`src/sv/i8080alu_pkg.sv`:
```
// ----------------------------------------------------------------------------
// i8080alu_pkg
// Shared types, operation codes and flag helpers for the 8080-style ALU.
// ----------------------------------------------------------------------------
package i8080alu_pkg;

    // Operation codes carried on the func port.
    localparam logic [4:0] FUNC_ADD = 5'd0;
    localparam logic [4:0] FUNC_ADC = 5'd1;
    localparam logic [4:0] FUNC_SUB = 5'd2;
    localparam logic [4:0] FUNC_SBB = 5'd3;
    localparam logic [4:0] FUNC_ANA = 5'd4;
    localparam logic [4:0] FUNC_XRA = 5'd5;
    localparam logic [4:0] FUNC_ORA = 5'd6;
    localparam logic [4:0] FUNC_CMP = 5'd7;
    localparam logic [4:0] FUNC_INR = 5'd8;
    localparam logic [4:0] FUNC_DCR = 5'd9;
    localparam logic [4:0] FUNC_RLC = 5'd10;
    localparam logic [4:0] FUNC_RRC = 5'd11;
    localparam logic [4:0] FUNC_RAL = 5'd12;
    localparam logic [4:0] FUNC_RAR = 5'd13;
    localparam logic [4:0] FUNC_DAA = 5'd14;
    localparam logic [4:0] FUNC_CMA = 5'd15;
    localparam logic [4:0] FUNC_STC = 5'd16;
    localparam logic [4:0] FUNC_CMC = 5'd17;

    // Bit positions inside the packed flag word.
    localparam int FL_CY = 0;
    localparam int FL_P  = 1;
    localparam int FL_AC = 2;
    localparam int FL_Z  = 3;
    localparam int FL_S  = 4;

    typedef logic [4:0] flags_t;

    // One ALU result word.
    typedef struct packed {
        logic [7:0] result;
        flags_t     flags;
        logic       written;
    } alu_out_t;

    // Sign, zero and parity flags of a result byte; AC and CY are left clear.
    function automatic flags_t szp_of(input logic [7:0] r);
        flags_t f;
        f        = '0;
        f[FL_S]  = r[7];
        f[FL_Z]  = (r == 8'h00);
        f[FL_P]  = ~(^r);
        return f;
    endfunction

endpackage

```
`src/sv/i8080alu_core.sv`:
```
// ----------------------------------------------------------------------------
// i8080alu_core
// Combinational ALU datapath: one shared 8-bit adder plus logic, rotate
// and flag selection.
// ----------------------------------------------------------------------------
module i8080alu_core
    import i8080alu_pkg::*;
(
    input  logic [4:0] func,
    input  logic [7:0] acc_in,
    input  logic [7:0] operand,
    input  flags_t     flags_in,
    output alu_out_t   alu_out
);

    logic       cy;
    logic [7:0] add_b;
    logic       add_cin;
    logic [8:0] sum;
    logic [4:0] nib_sum;
    logic       ac;
    logic [7:0] daa_corr;
    logic       daa_cy;
    logic [7:0] res;
    flags_t     fl;
    logic       wr;

    assign cy = flags_in[FL_CY];

    // Decimal adjust correction term and its carry.
    always_comb
    begin
        daa_corr = 8'h00;
        daa_cy   = cy;
        if ((acc_in[3:0] > 4'd9) || flags_in[FL_AC])
        begin
            daa_corr[3:0] = 4'h6;
        end
        if (cy || (acc_in > 8'h99))
        begin
            daa_corr[7:4] = 4'h6;
            daa_cy        = 1'b1;
        end
    end

    // Addend and carry in for the shared adder.
    always_comb
    begin
        add_b   = operand;
        add_cin = 1'b0;
        case (func)
            FUNC_ADC:
            begin
                add_cin = cy;
            end
            FUNC_SUB, FUNC_CMP:
            begin
                add_b   = ~operand;
                add_cin = 1'b1;
            end
            FUNC_SBB:
            begin
                add_b   = ~operand;
                add_cin = ~cy;
            end
            FUNC_INR:
            begin
                add_b = 8'h01;
            end
            FUNC_DCR:
            begin
                add_b = 8'hFF;
            end
            FUNC_DAA:
            begin
                add_b = daa_corr;
            end
            default:
            begin
                add_b   = operand;
                add_cin = 1'b0;
            end
        endcase
    end

    // Shared adder with the carry out of bit 3.
    assign sum     = {1'b0, acc_in} + {1'b0, add_b} + {8'h00, add_cin};
    assign nib_sum = {1'b0, acc_in[3:0]} + {1'b0, add_b[3:0]} + {4'h0, add_cin};
    assign ac      = nib_sum[4];

    // Result and flag selection.
    always_comb
    begin
        res = acc_in;
        fl  = flags_in;
        wr  = 1'b1;
        case (func)
            FUNC_ADD, FUNC_ADC:
            begin
                res        = sum[7:0];
                fl         = szp_of(sum[7:0]);
                fl[FL_AC]  = ac;
                fl[FL_CY]  = sum[8];
            end
            FUNC_SUB, FUNC_SBB, FUNC_CMP:
            begin
                fl         = szp_of(sum[7:0]);
                fl[FL_AC]  = ac;
                fl[FL_CY]  = ~sum[8];
                if (func == FUNC_CMP)
                begin
                    wr = 1'b0;
                end
                else
                begin
                    res = sum[7:0];
                end
            end
            FUNC_ANA:
            begin
                res        = acc_in & operand;
                fl         = szp_of(acc_in & operand);
                fl[FL_AC]  = acc_in[3] | operand[3];
            end
            FUNC_XRA:
            begin
                res = acc_in ^ operand;
                fl  = szp_of(acc_in ^ operand);
            end
            FUNC_ORA:
            begin
                res = acc_in | operand;
                fl  = szp_of(acc_in | operand);
            end
            FUNC_INR, FUNC_DCR:
            begin
                res        = sum[7:0];
                fl         = szp_of(sum[7:0]);
                fl[FL_AC]  = ac;
                fl[FL_CY]  = cy;
            end
            FUNC_RLC:
            begin
                res       = {acc_in[6:0], acc_in[7]};
                fl[FL_CY] = acc_in[7];
            end
            FUNC_RRC:
            begin
                res       = {acc_in[0], acc_in[7:1]};
                fl[FL_CY] = acc_in[0];
            end
            FUNC_RAL:
            begin
                res       = {acc_in[6:0], cy};
                fl[FL_CY] = acc_in[7];
            end
            FUNC_RAR:
            begin
                res       = {cy, acc_in[7:1]};
                fl[FL_CY] = acc_in[0];
            end
            FUNC_DAA:
            begin
                res        = sum[7:0];
                fl         = szp_of(sum[7:0]);
                fl[FL_AC]  = ac;
                fl[FL_CY]  = daa_cy;
            end
            FUNC_CMA:
            begin
                res = ~acc_in;
            end
            FUNC_STC:
            begin
                fl[FL_CY] = 1'b1;
                wr        = 1'b0;
            end
            FUNC_CMC:
            begin
                fl[FL_CY] = ~cy;
                wr        = 1'b0;
            end
            default:
            begin
                // Undefined codes leave everything untouched.
                wr = 1'b0;
            end
        endcase
    end

    assign alu_out.result  = res;
    assign alu_out.flags   = fl;
    assign alu_out.written = wr;

endmodule

```
`src/sv/i8080_alu_with_flags.sv`:
```
// ----------------------------------------------------------------------------
// i8080_alu_with_flags
// Accumulator ALU of an 8080-style processor with registered inputs and
// registered results.
// ----------------------------------------------------------------------------
//  Channel   Handshake         Word
//  -------   ---------------   ------------------------------------------
//  command   start / busy      func, acc_in, operand, flags_in
//  result    done (strobe)     result, flags_out, result_written
//
//  A command accepted into the input registers passes through the core
//  to the result register, which drives the result ports, with done high
//  for exactly one cycle. busy is always low: one command may be accepted
//  at every edge, limited only by the combinational adder and flag path
//  between the input and result registers.
//  Reset clears both valid bits. The receiver cannot stall the result.
// ----------------------------------------------------------------------------
module i8080_alu_with_flags
    import i8080alu_pkg::*;
(
    input  logic       clk,
    input  logic       rst_n,
    input  logic       start,
    output logic       busy,
    input  logic [4:0] func,
    input  logic [7:0] acc_in,
    input  logic [7:0] operand,
    input  logic [4:0] flags_in,
    output logic       done,
    output logic [7:0] result,
    output logic [4:0] flags_out,
    output logic       result_written
);

    logic       in_valid_reg;
    logic [4:0] func_reg;
    logic [7:0] acc_reg;
    logic [7:0] operand_reg;
    flags_t     flags_reg;

    alu_out_t   out_next;
    logic       out_valid_reg;
    alu_out_t   out_reg;

    assign busy = 1'b0;

    // Input register: valid bit under reset, payload captured on accept.
    always_ff @(posedge clk or negedge rst_n)
    begin
        if (!rst_n)
        begin
            in_valid_reg <= 1'b0;
        end
        else
        begin
            in_valid_reg <= start && !busy;
        end
    end

    always_ff @(posedge clk)
    begin
        if (start && !busy)
        begin
            func_reg    <= func;
            acc_reg     <= acc_in;
            operand_reg <= operand;
            flags_reg   <= flags_in;
        end
    end

    // Datapath between the two register stages.
    i8080alu_core u_core
    (
        .func     (func_reg),
        .acc_in   (acc_reg),
        .operand  (operand_reg),
        .flags_in (flags_reg),
        .alu_out  (out_next)
    );

    // Result register and its strobe.
    always_ff @(posedge clk or negedge rst_n)
    begin
        if (!rst_n)
        begin
            out_valid_reg <= 1'b0;
        end
        else
        begin
            out_valid_reg <= in_valid_reg;
        end
    end

    always_ff @(posedge clk)
    begin
        if (in_valid_reg)
        begin
            out_reg <= out_next;
        end
    end

    assign done           = out_valid_reg;
    assign result         = out_reg.result;
    assign flags_out      = out_reg.flags;
    assign result_written = out_reg.written;

endmodule

```
`config.mk`:
```
export PLATFORM = sky130hd
export DESIGN_NAME = i8080_alu_with_flags
export DESIGN_NICKNAME = d
export VERILOG_FILES = /design/src/sv/i8080alu_pkg.sv /design/src/sv/i8080alu_core.sv /design/src/sv/i8080_alu_with_flags.sv
export SDC_FILE = /design/constraint.sdc
export NUM_CORES = 1
export LEC_CHECK = 0
export ABC_AREA = 1
export BUFFER_PORTS_ARGS = -buffer_cell sky130_fd_sc_hd__buf_2
export CAP_MARGIN = 20
export CORE_MARGIN = 2
export CORE_UTILIZATION = 53
export CTS_CLUSTER_DIAMETER = 50
export DETAILED_ROUTE_END_ITERATION = 7
export GPL_TIMING_DRIVEN = 0
export HOLD_SLACK_MARGIN = 0.15
export PLACE_DENSITY = 0.74
export RECOVER_POWER = 25
export SYNTH_ARGS = -nofsm -noshare
export SYNTH_HDL_FRONTEND = slang
export SYNTH_HIERARCHICAL = 1
export SYNTH_SLANG_ARGS = --single-unit
```
`constraint.sdc`:
```
create_clock -name clk -period 2.93 [get_ports clk]
set_input_delay 0.293 -clock clk [delete_from_list [all_inputs] [get_ports clk]]
set_output_delay 0.293 -clock clk [all_outputs]
set_load 0.005 [all_outputs]
```
=== After elaboration in Yosys (flattened, before gate mapping) ===
Cells that the tools add are included.

* Multiplexer cells: 11
* Reductions and logical operators: 20
* $add $sub $neg: 4
* Eq/ne operators: 17
* Bitwise operators: 12
* Order comparisons: 2

{| class="wikitable"
|+ Operators by type and width
! kind !! count
|-
| $pmux 8 s10 || 1
|-
| $eq 5x4->1 const B || 8
|-
| $logic_not 8->1 || 4
|-
| $pmux 8 s4 || 1
|-
| $reduce_xor 8->1 || 4
|-
| $eq 5x3->1 const B || 4
|-
| $not 8->8 || 2
|-
| $pmux 4 s4 || 1
|-
| $reduce_or 13->1 || 1
|-
| $eq 5x2->1 const B || 2
|-
| $eq 5x5->1 const B || 2
|-
| $add 8x8->9 || 1
|-
| $add 9x1->9 || 1
|-
| $and 8x8->8 || 1
|-
| $gt 8x8->1 const B || 1
|-
| $mux 8 || 1
|-
| $or 8x8->8 || 1
|-
| $pmux 1 s8 || 1
|-
| $reduce_or 2->1 || 4
|-
| $reduce_or 8->1 || 1
|-
| $xor 8x8->8 || 1
|-
| $mux 3 || 2
|-
| $not 1->1 || 6
|-
| $reduce_or 3->1 || 2
|-
| 11 further kinds || 13
|}

* Output and inout port bits: 16
* Register bits: 42
* Bits of input ports: 29

=== Logic depth before layout (Yosys ltp) ===
* Depth after elaboration: 9
* Mapped depth: 22
* Depth with buffers taken out: 22

=== Hierarchy ===
Netlist, hierarchy kept.

{| class="wikitable"
|+ By module, submodules not included
! module !! instances !! area each (um^2) !! cells an instance !! sequential area each (um^2)
|-
| i8080alu_core || 1 || 2169.6 || 387 || 0.0
|-
| i8080_alu_with_flags || 1 || 1262.5 || 44 || 1251.2
|}

=== Worst setup path after synthesis ===
No wires, ideal clock.

* Path type: reg-to-reg
* Start: register func_reg[4]
* End: register out_reg, in the netlist flags_out[1], data pin
* Slack: -0.287 ns
* Data arrival time: 2.964 ns
* Buffers on the path: 1
* Cell stages (with the launch flop): 20
* Period minus slack after synthesis: 3.217 ns
* Library setup time: 0.253 ns
* Cells stage by stage: edfxtp_1 > buf_4 > nor2_2 > nand2_1 > nor2_1 > nor2_1 > nand2_1 > o22ai_2 > nor2_1 > o22ai_1 > ha_1 > a21oi_1 > nand2_1 > xor2_1 > ha_1 > xnor2_1 > xor2_1 > nand3_1 > nand3_1 > nand2_1

{| class="wikitable"
|+ RTL lines
! item !! RTL line !! RTL
|-
| from (decl) || i8080_alu_with_flags.sv:36 || <nowiki>logic [4:0] func_reg;</nowiki>
|-
| from (signal assigned) || i8080_alu_with_flags.sv:64 || <nowiki>func_reg <= func;</nowiki>
|-
| to (signal assigned) || i8080_alu_with_flags.sv:98 || <nowiki>out_reg <= out_next;</nowiki>
|-
| to (decl) || i8080_alu_with_flags.sv:43 || <nowiki>alu_out_t out_reg;</nowiki>
|}

==> flow_metrics.tcl <==
set metrics [dict create \
    vias_per_cell 5.942 \
    syn_nets 500 \
    max_slew_margin 0.5975 \
    final_cell_mix "nand2_1 (80), inv_1 (70), buf_2 (45)" \
    status "finished, violations left" \
    antenna_cells 0 \
    dp.final_hpwl_mm 7.170 \
    worstReg2RegEnd "flags_out[1]" \
    finalWirelength_mm 10.77 \
    synth_largest_area_cell "edfxtp_1" \
    hold_start "flags_in[3]" \
    yosys_register_bits 42 \
    ys.flop_type "edfxtp_1" \
    die_y_um 84.47 \
    cp.arrival_ns 3.40 \
    hold_viol_final 0 \
    r2r_start "func_reg[2]" \
    synth_top_area_frac 0.3500 \
    cts_max_path_buffers 2 \
    rows 29 \
    drive_above_1_share 0.3352 \
    synthToLayoutAreaGrowth_pct 32.45 \
    fillers 462 \
    slew_viol_final 0 \
    regArea_um2 1251 \
    vias 3559 \
    grt-ovfl-total 0 \
    synth-edff-count 40 \
    critPathBufInv 4 \
    netlist_area_um2 3432 \
    clkTransAtPathRegs_ns 0.09 \
    setup_viol 8 \
    layout.nets 590 \
    critPathCaptureType "register" \
    yosysWarningCount 6 \
    synthArstFlopShare 0.04762 \
    initial_utilization 0.5436 \
    rsz0062_at_grt "true" \
    r2r_setup_slack_ns -0.40 \
    synthCells 431 \
    final_area_um2 4546 \
    min_period_over_period 1.136 \
    cap_viol_max_count 0 \
    clk_latency_ns 0.30 \
    violations "negative setup slack" \
    synth_cell_types 39 \
    max-vdd-ir-drop_mv 0.5284 \
    crit_cells 17 \
    path_max_fanout 4 \
    numCtsBuffers 5 \
    tritoncts_num_sinks 42 \
    postLayoutCoreUtil 0.7200 \
    place_area_um2 3755 \
    slowest_delay_ns 0.45 \
    grt_pass1_wl_mm 16.42 \
    p_leak_nw 2.173 \
    core_area_um2 6314 \
    max_freq_mhz 300.4 \
    antenna_found_initial 0 \
    cp_slowest_cell "edfxtp_1" \
    drc_errors 0 \
    post_drt_wl_per_cell_um 17.97 \
    hold_path_class "input pin to register" \
    whs_ns 0.1621 \
    critical_path_class "register to register" \
    period_minus_slack_ns 3.329 \
    grtUsageTotal 0.2971 \
    cts.htree.levels 2 \
    r2r_cells 17 \
    worstPathRequired_ns 3.00 \
    place_congestion 0.9726 \
    first_global_vias 3407 \
    port_buffers 43 \
    holdPathStages 1 \
    power_density_nw_per_um2 534.8 \
    first_pass_iters 8 \
    ios 45 \
    die_area_um2 7135 \
    fin_ws_ns -0.3986 \
    whs_endpoint "flags_reg[3]" \
    cts_tree "yes" \
    root_buffer "clkbuf_8" \
    start_kind "register" \
    drt_iter0_drc 617 \
    fp.dieW_um 84.47 \
    seq_area_frac_synth 0.3646 \
    drtAntennaViolNets 0 \
    synth_area_leaders "edfxtp_1 (35%), ha_1 (14%), nand2_1 (10%)" \
    tightestPinTransition_ns 0.6037 \
    critical-path-top-delay-family "adder cells" \
    mostFrequentLayoutCell "nand2_1" \
    grt_max_degree 28 \
    path_cells "buf_6 > nor2_4 > nand2_4 > nor2_4 > inv_1 > o21ai_1 > a31oi_2 > fa_2 > inv_2 > fa_2 > inv_2 > ha_4 > xnor2_4 > xor2_2 > nand3_1 > nand3_1 > nand2_1" \
    multi_input_area_um2 2228 \
    fin_skew_ns 0.01641 \
    syn_avg_cell_area_um2 7.963 \
]
==> through the flow <==
step | setup WS (ns) | power, W | std cells | setup TNS (ns)
2_1_floorplan | -0.2063 | 0.001373 | 431 | -0.2063
3_3_place_gp | -0.7214 | 0.001572 | 551 | -2.318
3_5_place_dp | -0.8633 | 0.001605 | 551 | -3.197
4_1_cts | -0.3608 | 0.002222 | 589 | -0.7285
5_1_grt | -0.5448 | 0.002580 | 599 | -2.604
6_report | -0.3986 | 0.002431 | 599 | -1.452
==> area by class of cell <==
type                       instances  area share
buffer                             6     0.01046
inverter                          81     0.06689
clock inverter                     2    0.003028
sequential                        42      0.2753
clock buffer                       6     0.01596
tap                               77     0.02119
timing repair buffer              83      0.1170
multi-input combinational        302      0.4902
==> worst max-delay path by stage <==
stage                         endpoint   startpoint
final                     flags_out[1]  func_reg[2]
after global routing      flags_out[1]  func_reg[2]
after CTS                 flags_out[1]  func_reg[2]
after detailed placement  flags_out[1]  func_reg[1]
after global placement    flags_out[1]  func_reg[4]
after floorplan           flags_out[1]  func_reg[4]
==> Yosys cell counts (all sizes together), types with 3 or more instances <==
library cell   n
nor3           5
nand4         11
edfxtp        40
o211ai         5
xor2           5
a21oi         10
inv           81
or2            4
nor2          42
o22ai         17
ha            38
nand2         97
nand3b         3
nand3         24
xnor2          7
buf            5
o21ai         21
==> metal layers <==
layer,up-vias,global-route usage,part of all wire,wire (um)
li1,1617,-,-,-
met1,1612,0.3706,0.37,3995
met2,255,0.4877,0.47,5013
met3,75,0.06096,0.10,1110
met4,0,0.1558,0.060,647
met5,-,0,0,0
==> worst reg2reg max path: cells and delay by family (launching register included) <==
kind,cells,cell delay [ns]
AND/OR/NAND/NOR,6,0.57
buffers and inverters,4,0.38
XOR/XNOR,2,0.37
AO/OA/AOI/OAI,2,0.22
flip-flops,1,0.45
adder cells (fa/ha/maj),3,1.07
==> report_power, final <==
group,internal (W),switching (W),leakage [nW]
logic,0.000581,0.000681,1.71
clock network,0.000168,0.000204,0.0452
registers,0.000740,0.0000565,0.414
total,0.00149,0.000941,2.17
==> kinds of logic (layout without fill, tap and decap cells) <==
| family | Yosys count | count (layout) | synth area share |
|---|---|---|---|
| xor gates and xnor gates | 12 | 12 | 0.03062 |
| and+or+nand+nor | 188 | 188 | 0.2465 |
| buffers and inverters | 87 | 178 | 0.09916 |
| AOI/OAI and AO/OA | 61 | 61 | 0.1079 |
| other | 1 | 1 | 0.001093 |
| adders and majority gates | 40 | 40 | 0.1502 |
| DFF | 42 | 42 | 0.3646 |
==> what timing repair did <==
| action | in CTS | in global routing |
|---|---|---|
| endpoints found under the setup margin | 12 | 12 |
| gates cloned | 0 | 0 |
| setup buffers | 29 | 9 |
| gates resized for setup | 64 | 30 |
| endpoints found under the hold margin | 2 | 1 |
| pin swaps | 29 | 20 |
| hold buffers | 1 | 1 |
Note: power is estimated with default switching activity, not from simulation.
